===== config.mk =====
export PLATFORM = sky130hd
export DESIGN_NAME = integer_to_radix_digits_core_flat
export DESIGN_NICKNAME = d
export VERILOG_FILES = /design/src/itrd_pkg.sv /design/src/itrd_in_if.sv /design/src/itrd_out_if.sv /design/src/itrd_ctrl.sv /design/src/itrd_dp.sv /design/src/integer_to_radix_digits_core.sv /design/src/flat_wrapper.sv
export SDC_FILE = /design/constraint.sdc
export NUM_CORES = 2
export LEC_CHECK = 0
export BUFFER_PORTS_ARGS = -buffer_cell sky130_fd_sc_hd__buf_2
export CORE_MARGIN = 8
export CORE_UTILIZATION = 50
export CTS_CLUSTER_DIAMETER = 50
export DETAILED_ROUTE_END_ITERATION = 8
export PLACE_DENSITY = 0.78
export SLEW_MARGIN = 10
export SYNTH_ARGS = -nofsm -noshare
export SYNTH_HDL_FRONTEND = slang
export SYNTH_HIERARCHICAL = 1
export SYNTH_SLANG_ARGS = --single-unit

===== constraint.sdc =====
create_clock -name i_clk -period 13.2 [get_ports i_clk]
set_input_delay 2.64 -clock i_clk [delete_from_list [all_inputs] [get_ports i_clk]]
set_output_delay 2.64 -clock i_clk [all_outputs]
set_load 0.005 [all_outputs]

===== src/itrd_pkg.sv =====
// Shared types, constants and helper functions for the integer to radix digits block.
package itrd_pkg;

    localparam int CHAR_W    = 8;
    localparam int COUNT_W   = 6;
    localparam int RADIX_W   = 5;
    localparam int SYM_W     = 64;
    localparam int DIGIT_W   = 4;
    localparam int CFG_IDX_W = 2;

    localparam logic [CHAR_W-1:0]  MINUS_CHAR = 8'h2D;
    localparam logic [RADIX_W-1:0] RADIX_MIN  = 5'd2;
    localparam logic [RADIX_W-1:0] RADIX_MAX  = 5'd16;

    typedef enum logic [CFG_IDX_W-1:0] {
        CFG_RADIX        = 2'd0,
        CFG_SYMBOLS_LOW  = 2'd1,
        CFG_SYMBOLS_HIGH = 2'd2
    } t_cfg_idx;

    typedef enum logic [2:0] {
        S_IDLE,
        S_CONV,
        S_ALIGN,
        S_SIGN,
        S_DIGIT
    } t_state;

    typedef struct packed {
        logic load;
        logic step;
        logic align;
        logic emit_sign;
        logic emit_digit;
    } t_dp_cmd;

    typedef struct packed {
        logic conv_done;
        logic neg;
        logic last_digit;
        logic out_free;
    } t_dp_status;

    function automatic logic [CHAR_W-1:0] symbol_of(
        input logic [SYM_W-1:0]   sym_low,
        input logic [SYM_W-1:0]   sym_high,
        input logic [DIGIT_W-1:0] digit
    );
        logic [SYM_W-1:0] word;
        word = digit[DIGIT_W-1] ? sym_high : sym_low;
        return word[digit[DIGIT_W-2:0]*CHAR_W +: CHAR_W];
    endfunction

endpackage


===== src/itrd_in_if.sv =====
// Request channel carrying one integer word and its signedness flag.
interface itrd_in_if #(
    parameter int VALUE_BITS = 32
);
    logic                  valid;
    logic                  ready;
    logic [VALUE_BITS-1:0] value;
    logic                  is_signed;

    modport source (output valid, output value, output is_signed, input ready);
    modport sink   (input valid, input value, input is_signed, output ready);
endinterface


===== src/itrd_out_if.sv =====
// Result channel carrying one output character with its last marker and running count.
interface itrd_out_if
    import itrd_pkg::*;
();
    logic               valid;
    logic               ready;
    logic [CHAR_W-1:0]  character;
    logic               last;
    logic [COUNT_W-1:0] count;

    modport source (output valid, output character, output last, output count, input ready);
    modport sink   (input valid, input character, input last, input count, output ready);
endinterface


===== src/itrd_ctrl.sv =====
// Controller state machine sequencing load, conversion, alignment and character emission.
module itrd_ctrl
    import itrd_pkg::*;
(
    input  logic       i_clk,
    input  logic       i_rst_n,
    input  logic       i_in_valid,
    output logic       o_in_ready,
    output t_dp_cmd    o_cmd,
    input  t_dp_status i_status
);

    t_state r_state;
    t_state n_state;

    always_ff @(posedge i_clk) begin
        if (!i_rst_n) begin
            r_state <= S_IDLE;
        end else begin
            r_state <= n_state;
        end
    end

    always_comb begin
        n_state = r_state;
        unique case (r_state)
            S_IDLE: begin
                if (i_in_valid) begin
                    n_state = S_CONV;
                end
            end
            S_CONV: begin
                if (i_status.conv_done) begin
                    n_state = S_ALIGN;
                end
            end
            S_ALIGN: begin
                n_state = i_status.neg ? S_SIGN : S_DIGIT;
            end
            S_SIGN: begin
                if (i_status.out_free) begin
                    n_state = S_DIGIT;
                end
            end
            S_DIGIT: begin
                if (i_status.out_free && i_status.last_digit) begin
                    n_state = S_IDLE;
                end
            end
            default: begin
                n_state = S_IDLE;
            end
        endcase
    end

    always_comb begin
        o_cmd      = '0;
        o_in_ready = 1'b0;
        unique case (r_state)
            S_IDLE: begin
                o_in_ready = 1'b1;
                o_cmd.load = i_in_valid;
            end
            S_CONV: begin
                o_cmd.step = 1'b1;
            end
            S_ALIGN: begin
                o_cmd.align = 1'b1;
            end
            S_SIGN: begin
                o_cmd.emit_sign = i_status.out_free;
            end
            S_DIGIT: begin
                o_cmd.emit_digit = i_status.out_free;
            end
            default: begin
                o_cmd = '0;
            end
        endcase
    end

endmodule


===== src/itrd_dp.sv =====
// Datapath with the digit cell row, magnitude shifter, counters and output register.
module itrd_dp
    import itrd_pkg::*;
#(
    parameter int VALUE_BITS = 32
) (
    input  logic                  i_clk,
    input  logic                  i_rst_n,
    input  t_dp_cmd               i_cmd,
    output t_dp_status            o_status,
    input  logic [VALUE_BITS-1:0] i_value,
    input  logic                  i_is_signed,
    input  logic [RADIX_W-1:0]    i_radix,
    input  logic [SYM_W-1:0]      i_symbols_low,
    input  logic [SYM_W-1:0]      i_symbols_high,
    input  logic                  i_out_ready,
    output logic                  o_out_valid,
    output logic [CHAR_W-1:0]     o_out_character,
    output logic                  o_out_last,
    output logic [COUNT_W-1:0]    o_out_count
);

    localparam int CNT_W  = $clog2(VALUE_BITS);
    localparam int NDIG_W = $clog2(VALUE_BITS + 1);
    localparam int ROW_W  = DIGIT_W * VALUE_BITS;

    logic [VALUE_BITS-1:0] r_mag;
    logic                  r_neg;
    logic [ROW_W-1:0]      r_row;
    logic [NDIG_W-1:0]     r_ndig;
    logic [NDIG_W-1:0]     r_left;
    logic [CNT_W-1:0]      r_bit_cnt;
    logic [COUNT_W-1:0]    r_count;
    logic                  r_out_valid;
    logic [CHAR_W-1:0]     r_out_character;
    logic                  r_out_last;
    logic [COUNT_W-1:0]    r_out_count;

    logic [RADIX_W-1:0]    radix_eff;
    logic                  neg_in;
    logic [VALUE_BITS-1:0] mag_in;
    logic [VALUE_BITS-1:0] gen;
    logic [VALUE_BITS-1:0] prop;
    logic [VALUE_BITS:0]   csum;
    logic [VALUE_BITS:0]   carry;
    logic [ROW_W-1:0]      row_step;
    logic [NDIG_W-1:0]     shamt;
    logic [COUNT_W-1:0]    count_next;
    logic                  out_free;

    always_comb begin
        if (i_radix < RADIX_MIN) begin
            radix_eff = RADIX_MIN;
        end else if (i_radix > RADIX_MAX) begin
            radix_eff = RADIX_MAX;
        end else begin
            radix_eff = i_radix;
        end
    end

    assign neg_in = i_is_signed & i_value[VALUE_BITS-1];
    assign mag_in = neg_in ? (~i_value + VALUE_BITS'(1)) : i_value;

    // Each cell doubles its digit and adds the carry from below; the carries
    // ripple like an adder, so they are formed with one wide addition.
    always_comb begin
        for (int i = 0; i < VALUE_BITS; i++) begin
            gen[i]  = {r_row[i*DIGIT_W +: DIGIT_W], 1'b0} >= radix_eff;
            prop[i] = ({r_row[i*DIGIT_W +: DIGIT_W], 1'b0} + RADIX_W'(1)) == radix_eff;
        end
        csum  = {1'b0, gen | prop} + {1'b0, gen} + (VALUE_BITS+1)'(r_mag[VALUE_BITS-1]);
        carry = csum ^ {1'b0, gen | prop} ^ {1'b0, gen};
        for (int i = 0; i < VALUE_BITS; i++) begin
            row_step[i*DIGIT_W +: DIGIT_W] = DIGIT_W'({r_row[i*DIGIT_W +: DIGIT_W], carry[i]}
                - (carry[i+1] ? radix_eff : RADIX_W'(0)));
        end
    end

    assign shamt      = NDIG_W'(VALUE_BITS) - r_ndig;
    assign count_next = r_count + COUNT_W'(1);
    assign out_free   = !r_out_valid || i_out_ready;

    always_ff @(posedge i_clk) begin
        if (i_cmd.load) begin
            r_mag     <= mag_in;
            r_neg     <= neg_in;
            r_row     <= '0;
            r_ndig    <= NDIG_W'(1);
            r_bit_cnt <= CNT_W'(VALUE_BITS - 1);
            r_count   <= '0;
        end else if (i_cmd.step) begin
            r_mag     <= r_mag << 1;
            r_row     <= row_step;
            r_ndig    <= r_ndig + NDIG_W'(carry[r_ndig]);
            r_bit_cnt <= r_bit_cnt - CNT_W'(1);
        end else if (i_cmd.align) begin
            r_row  <= r_row << (shamt * DIGIT_W);
            r_left <= r_ndig;
        end else if (i_cmd.emit_sign) begin
            r_count <= count_next;
        end else if (i_cmd.emit_digit) begin
            r_row   <= r_row << DIGIT_W;
            r_left  <= r_left - NDIG_W'(1);
            r_count <= count_next;
        end
    end

    always_ff @(posedge i_clk) begin
        if (!i_rst_n) begin
            r_out_valid <= 1'b0;
        end else if (i_cmd.emit_sign || i_cmd.emit_digit) begin
            r_out_valid <= 1'b1;
        end else if (i_out_ready) begin
            r_out_valid <= 1'b0;
        end
    end

    always_ff @(posedge i_clk) begin
        if (i_cmd.emit_sign) begin
            r_out_character <= MINUS_CHAR;
            r_out_last      <= 1'b0;
            r_out_count     <= count_next;
        end else if (i_cmd.emit_digit) begin
            r_out_character <= symbol_of(i_symbols_low, i_symbols_high,
                                         r_row[ROW_W-1 -: DIGIT_W]);
            r_out_last      <= (r_left == NDIG_W'(1));
            r_out_count     <= count_next;
        end
    end

    assign o_status.conv_done  = (r_bit_cnt == '0);
    assign o_status.neg        = r_neg;
    assign o_status.last_digit = (r_left == NDIG_W'(1));
    assign o_status.out_free   = out_free;

    assign o_out_valid     = r_out_valid;
    assign o_out_character = r_out_character;
    assign o_out_last      = r_out_last;
    assign o_out_count     = r_out_count;

endmodule


===== src/integer_to_radix_digits_core.sv =====
// Top level of the integer to radix digits converter with its configuration registers.
// Usage: a request on i_in carries a VALUE_BITS-wide word and a signed flag. The block
// answers with one result on o_out per character, most significant digit first, a
// minus character leading for a negative signed word. Each result carries the
// character byte, a last marker and the running character count of the number.
// The user must set the radix and the sixteen digit symbols through the write port
// (i_cfg_wr_en, i_cfg_index, i_cfg_data) while the block is idle; it is not enforced.
// A request is taken, then the magnitude is shifted bit by bit, all VALUE_BITS bits,
// into a row of digit cells; an alignment step follows, and then one character
// leaves per cycle while the receiver is ready. One request is handled at a time.
// Results go through an output register, so the last character can wait there
// while the next request is taken. When the receiver stalls, emission pauses and
// nothing is lost. Reset returns the controller to idle, empties the output
// register, sets the radix to ten and clears the symbol table.
module integer_to_radix_digits_core
    import itrd_pkg::*;
#(
    parameter int VALUE_BITS = 32
) (
    input  logic                 i_clk,
    input  logic                 i_rst_n,
    itrd_in_if.sink              i_in,
    itrd_out_if.source           o_out,
    input  logic                 i_cfg_wr_en,
    input  logic [CFG_IDX_W-1:0] i_cfg_index,
    input  logic [SYM_W-1:0]     i_cfg_data
);

    logic [RADIX_W-1:0] r_radix;
    logic [SYM_W-1:0]   r_symbols_low;
    logic [SYM_W-1:0]   r_symbols_high;

    t_dp_cmd    dp_cmd;
    t_dp_status dp_status;

    always_ff @(posedge i_clk) begin
        if (!i_rst_n) begin
            r_radix        <= RADIX_W'(10);
            r_symbols_low  <= '0;
            r_symbols_high <= '0;
        end else if (i_cfg_wr_en) begin
            unique case (t_cfg_idx'(i_cfg_index))
                CFG_RADIX:        r_radix        <= i_cfg_data[RADIX_W-1:0];
                CFG_SYMBOLS_LOW:  r_symbols_low  <= i_cfg_data;
                CFG_SYMBOLS_HIGH: r_symbols_high <= i_cfg_data;
                default: begin
                end
            endcase
        end
    end

    itrd_ctrl u_ctrl (
        .i_clk      (i_clk),
        .i_rst_n    (i_rst_n),
        .i_in_valid (i_in.valid),
        .o_in_ready (i_in.ready),
        .o_cmd      (dp_cmd),
        .i_status   (dp_status)
    );

    itrd_dp #(
        .VALUE_BITS (VALUE_BITS)
    ) u_dp (
        .i_clk           (i_clk),
        .i_rst_n         (i_rst_n),
        .i_cmd           (dp_cmd),
        .o_status        (dp_status),
        .i_value         (i_in.value),
        .i_is_signed     (i_in.is_signed),
        .i_radix         (r_radix),
        .i_symbols_low   (r_symbols_low),
        .i_symbols_high  (r_symbols_high),
        .i_out_ready     (o_out.ready),
        .o_out_valid     (o_out.valid),
        .o_out_character (o_out.character),
        .o_out_last      (o_out.last),
        .o_out_count     (o_out.count)
    );

`ifndef ASSERT_OFF
    a_busy_after_request: assert property (@(posedge i_clk) disable iff (!i_rst_n)
        (i_in.valid && i_in.ready) |=> !i_in.ready)
        else $error("request taken while a conversion was starting");

    a_no_request_mid_number: assert property (@(posedge i_clk) disable iff (!i_rst_n)
        (o_out.valid && !o_out.last) |-> !i_in.ready)
        else $error("ready raised before the last character was produced");

    a_count_steps: assert property (@(posedge i_clk) disable iff (!i_rst_n)
        (o_out.valid && o_out.ready && !o_out.last) ##1 o_out.valid |->
        o_out.count == COUNT_W'($past(o_out.count) + COUNT_W'(1)))
        else $error("character count did not advance by one");
`endif

endmodule

===== src/flat_wrapper.sv =====
// flat-port wrapper written by rule: the top's interface ports become plain ports
module integer_to_radix_digits_core_flat import itrd_pkg::*;
#(
    parameter int VALUE_BITS = 32
)
  (i_clk, i_rst_n, i_cfg_wr_en, i_cfg_index, i_cfg_data, i_in_valid, i_in_value, i_in_is_signed, i_in_ready, o_out_valid, o_out_character, o_out_last, o_out_count, o_out_ready);
  itrd_in_if #(.VALUE_BITS(VALUE_BITS)) i_in_i ();
  itrd_out_if o_out_i ();
  input  logic i_clk;
  input  logic i_rst_n;
  input  logic i_cfg_wr_en;
  input  logic [CFG_IDX_W-1:0] i_cfg_index;
  input  logic [SYM_W-1:0] i_cfg_data;
  input wire logic [$bits(i_in_i.valid)-1:0] i_in_valid;
  input wire logic [$bits(i_in_i.value)-1:0] i_in_value;
  input wire logic [$bits(i_in_i.is_signed)-1:0] i_in_is_signed;
  output wire logic [$bits(i_in_i.ready)-1:0] i_in_ready;
  output wire logic [$bits(o_out_i.valid)-1:0] o_out_valid;
  output wire logic [$bits(o_out_i.character)-1:0] o_out_character;
  output wire logic [$bits(o_out_i.last)-1:0] o_out_last;
  output wire logic [$bits(o_out_i.count)-1:0] o_out_count;
  input wire logic [$bits(o_out_i.ready)-1:0] o_out_ready;
  assign i_in_i.valid = i_in_valid;
  assign i_in_i.value = i_in_value;
  assign i_in_i.is_signed = i_in_is_signed;
  assign i_in_ready = i_in_i.ready;
  assign o_out_valid = o_out_i.valid;
  assign o_out_character = o_out_i.character;
  assign o_out_last = o_out_i.last;
  assign o_out_count = o_out_i.count;
  assign o_out_i.ready = o_out_ready;
  integer_to_radix_digits_core #(.VALUE_BITS(VALUE_BITS)) u_core (.i_clk(i_clk), .i_rst_n(i_rst_n), .i_in(i_in_i), .o_out(o_out_i), .i_cfg_wr_en(i_cfg_wr_en), .i_cfg_index(i_cfg_index), .i_cfg_data(i_cfg_data));
endmodule

==> results.json <==
{
  "multiInputGateArea_sq_um": 21500,
  "post_cts_resize_count": 0,
  "fin_skew_ps": 45.8,
  "critical-path-slowest-cell": "sky130_fd_sc_hd__a2111oi_0",
  "synth.distinct_cells": 102,
  "post-dp-hpwl_um": 79600,
  "finish.net_count": 4044,
  "grtUsageTotal": 0.320,
  "dr_total_vias": 30200,
  "period_needed_ps": 7380,
  "design.core.area_sq_um": 60100,
  "grt_first_pass_wirelength_um": 170000,
  "syn_avg_cell_area_sq_um": 8.16,
  "timing.max_slew.rel_slack": 0.0670,
  "number_of_clock_sinks": 336,
  "drt-wirelength-per-cell_um": 25.3,
  "global_route.overflow_total": 0,
  "layout.cells.non_filler": 4497,
  "postCtsSetupRepairBufs": 0,
  "tritoncts_clock_tree": "built",
  "syn-cell-area_sq_um": 30300,
  "max_freq_ghz": 0.136,
  "asyncSetResetFlopFracSynth": 0,
  "yosysWarningCount": 6,
  "drt_pre_antenna_iters": 9,
  "whs_path_depth": 2,
  "via_per_inst": 6.73,
  "final_routed_wirelength_across_all_metal_layers_um": 114000,
  "clk_latency_ps": 630,
  "drv_slew": 0,
  "worstPathMaxFanout": 31,
  "seq_power_share": 0.213,
  "numPortBuffers": 120,
  "cell_at_the_root_of_the_clock_tree": "sky130_fd_sc_hd__clkbuf_16",
  "combinationalPowerShare": 0.640,
  "areaGrowthSynthToFinish_pct": 8.49,
  "rsz0062_at_grt": "false",
  "start_util": 0.504,
  "drive_gt1_frac": 0.119,
  "timing.final.hold_violations": 0,
  "antenna_found_initial": 8,
  "hold_path_class": "flip-flop to flip-flop",
  "detailedRoute.firstIterationViolations": 4380,
  "setup_viol": 0,
  "fp-row-count": 90,
  "crit_path_max_incr_delay_ps": 920,
  "die-area_sq_um": 68700,
  "clk_transition_reported_paths_ps": 60,
  "cell_internal_pwr_w": 0.00411,
  "max_cap_viol_count": 0,
  "power_switching_w": 0.00458,
  "synth_edf_count": 45,
  "synth_ff_type": "sky130_fd_sc_hd__dfxtp_1",
  "setup.worst_path.start_class": "flip-flop",
  "rr_worst_depth": 23,
  "pin_count_of_the_biggest_net_entering_global_routing": 115,
  "fillers": 5549,
  "ctsHoldBuffers": 0,
  "chipWidth_um": 262,
  "remaining_drc_errors": 0,
  "transition_at_the_pin_with_the_smallest_max_transition_slack_ps": 1390,
  "leakagePower_nw": 13.6,
  "worstSetupPathType": "flip-flop to flip-flop",
  "globalplace.congestion": 1.04,
  "total_cts_buffers": 47,
  "cellPowerDensity_nw_per_um2": 265,
  "final.hold.worst_slack_ps": 456,
  "worst-endpoint-arrival_ps": 7930,
  "vdd_drop_max_mv": 0.194,
  "synth-seq-cells": 336,
  "synth_sequential_area_ratio": 0.237,
  "crit_chain": "nor2b_1 -> buf_4 -> inv_2 -> buf_4 -> ha_1 -> a21o_1 -> a2111oi_0 -> nand4_1 -> nor3_1 -> o211ai_1 -> nand2_1 -> a21oi_2 -> o21ai_1 -> inv_2 -> o21ai_2 -> o21ai_0 -> a311o_1 -> nand4b_1 -> o311ai_2 -> ha_1 -> nand4_1 -> or3_1 -> a21oi_1",
  "dpl.cell_count": 4406,
  "floorplan.io_pins": 121,
  "cp.required_ps": 13750,
  "critical_path.endpoint_type": "flip-flop",
  "synthesis.instances": 3712,
  "setup-tns-final_ps": 0,
  "cts_buffer_depth": 3,
  "layout.area.seq_sq_um": 7180,
  "htree_levels": 2,
  "grt_pass1_vias": 28500,
  "outcome": "complete, no violations",
  "switching_share": 0.527,
  "die_height_um": 262,
  "post_route_fraction_of_the_period_consumed_by_the_critical_path": 0.559,
  "synth_nets": 4083,
  "final_antenna_net_count": 0,
  "clock_power_share": 0.147
}
==> state kept, by name, indices dropped and copies added, names as in the netlist <==
register and flops:
u_core/u_dp/r_row 128, u_core/r_symbols_high 64, u_core/r_symbols_low 64, u_core/u_dp/r_mag 32, u_core/u_dp/o_out_character 8, u_core/u_dp/o_out_count 6, u_core/u_dp/r_count 6, u_core/u_dp/r_left 6
u_core/u_dp/r_ndig 6, u_core/r_radix 5, u_core/u_dp/r_bit_cnt 5, u_core/u_ctrl/r_state 3, u_core/u_dp/o_out_last 1, u_core/u_dp/o_out_valid 1, u_core/u_dp/r_neg 1
==> critical path, delay by kind of cell (launching register included) <==
| kind | cells | cell delay (ps) |
|---|---|---|
| AO/OA/AOI/OAI | 10 | 2960 |
| adder cells (fa/ha/maj) | 2 | 570 |
| buffers and inverters | 4 | 1360 |
| flip-flops | 1 | 380 |
| AND/OR/NAND/NOR | 7 | 1960 |
==> path summary, 6_finish.rpt <==
check | from | endpoint | slack, ps
max | u_core/r_radix[3] | u_core/u_dp/r_ndig[5] | 5820
max reg2reg | u_core/r_radix[3] | u_core/u_dp/r_ndig[5] | 5820
min reg2reg | u_core/r_symbols_low[54] | u_core/r_symbols_low[54] | 460
min | u_core/r_symbols_low[54] | u_core/r_symbols_low[54] | 460
==> area by class of cell <==
| type | instances | area share |
|---|---|---|
| Antenna cell | 6 | 0.000457 |
| Clock buffer | 60 | 0.0391 |
| Clock inverter | 25 | 0.00849 |
| Inverter | 141 | 0.0162 |
| Multi-Input combinational cell | 2969 | 0.656 |
| Sequential cell | 336 | 0.219 |
| Tap cell | 782 | 0.0298 |
| Timing Repair Buffer | 178 | 0.0317 |
==> placed cells by master (no fill, tap or decap), types with 45 or more instances in the layout <==
master and n:
sky130_fd_sc_hd__a211oi_1 63, sky130_fd_sc_hd__a21o_1 62, sky130_fd_sc_hd__a21oi_1 273, sky130_fd_sc_hd__buf_2 119, sky130_fd_sc_hd__buf_4 58, sky130_fd_sc_hd__clkbuf_16 48
sky130_fd_sc_hd__dfxtp_1 288, sky130_fd_sc_hd__edfxtp_1 45, sky130_fd_sc_hd__ha_1 234, sky130_fd_sc_hd__inv_1 135, sky130_fd_sc_hd__mux2i_1 234, sky130_fd_sc_hd__mux4_2 100
sky130_fd_sc_hd__nand2_1 540, sky130_fd_sc_hd__nand2b_1 46, sky130_fd_sc_hd__nand3_1 65, sky130_fd_sc_hd__nor2_1 323, sky130_fd_sc_hd__nor3_1 102, sky130_fd_sc_hd__o21ai_0 258
sky130_fd_sc_hd__xnor2_1 96
==> metal layers <==
layer  track usage  vias up  wire, um
li1              -    13400         -
met2         0.474     2098     47400
met4         0.171       12      7160
met5        0.0124        -       177
met1         0.403    14200     42500
met3         0.118      497     16700
==> power by group through the flow <==
| stage | sequential [W] | clock (W) | combinational [W] |
|---|---|---|---|
| final | 0.00185 | 0.00128 | 0.00557 |
| after global routing | 0.00185 | 0.00133 | 0.00593 |
| after CTS | 0.00180 | 0.00129 | 0.00532 |
| after detailed placement | 0.00182 | 0 | 0.00528 |
| after global placement | 0.00182 | 0 | 0.00522 |
| after floorplan | 0.00156 | 0 | 0.00389 |
==> per-stage QoR <==
step	area, sq um	total power (W)	utilization	setup WS (ps)
detailed placement	31300	0.00710	0.520	6220
CTS	32800	0.00842	0.546	6170
global route	32800	0.00911	0.546	5520
finish	32900	0.00870	0.546	5820
floorplan	30300	0.00545	-	6880
global placement	31300	0.00704	0.520	6310
==> synthesized netlist by cell type (37+ instances only) <==
cell type | number | area share
sky130_fd_sc_hd__edfxtp_1 | 45 | 0.045
sky130_fd_sc_hd__xnor2_1 | 99 | 0.029
sky130_fd_sc_hd__mux4_2 | 100 | 0.074
sky130_fd_sc_hd__inv_1 | 137 | 0.017
sky130_fd_sc_hd__nand2b_1 | 47 | 0.0097
sky130_fd_sc_hd__mux2i_1 | 234 | 0.077
sky130_fd_sc_hd__o21ai_0 | 258 | 0.043
sky130_fd_sc_hd__a21oi_1 | 273 | 0.045
sky130_fd_sc_hd__xor2_1 | 46 | 0.013
sky130_fd_sc_hd__nand3_1 | 65 | 0.011
sky130_fd_sc_hd__ha_1 | 235 | 0.097
sky130_fd_sc_hd__clkbuf_1 | 195 | 0.024
sky130_fd_sc_hd__a311oi_1 | 37 | 0.011
sky130_fd_sc_hd__a211oi_1 | 63 | 0.016
sky130_fd_sc_hd__nor3_1 | 104 | 0.017
sky130_fd_sc_hd__a21o_1 | 62 | 0.015
sky130_fd_sc_hd__dfxtp_1 | 291 | 0.19
sky130_fd_sc_hd__nand2_1 | 541 | 0.067
sky130_fd_sc_hd__nand4_1 | 44 | 0.0091
sky130_fd_sc_hd__nor2_1 | 330 | 0.041
==> cells by family after synthesis <==
family	after synthesis	synth area share
adder cells (fa/ha/maj)	267	0.118
XOR/XNOR	145	0.0419
buffers and inverters	407	0.0567
AND/OR/NAND/NOR	1262	0.186
AO/OA/AOI/OAI	944	0.203
flip-flops	336	0.237
multiplexers	351	0.158
Power figures use the tool's default switching activity.
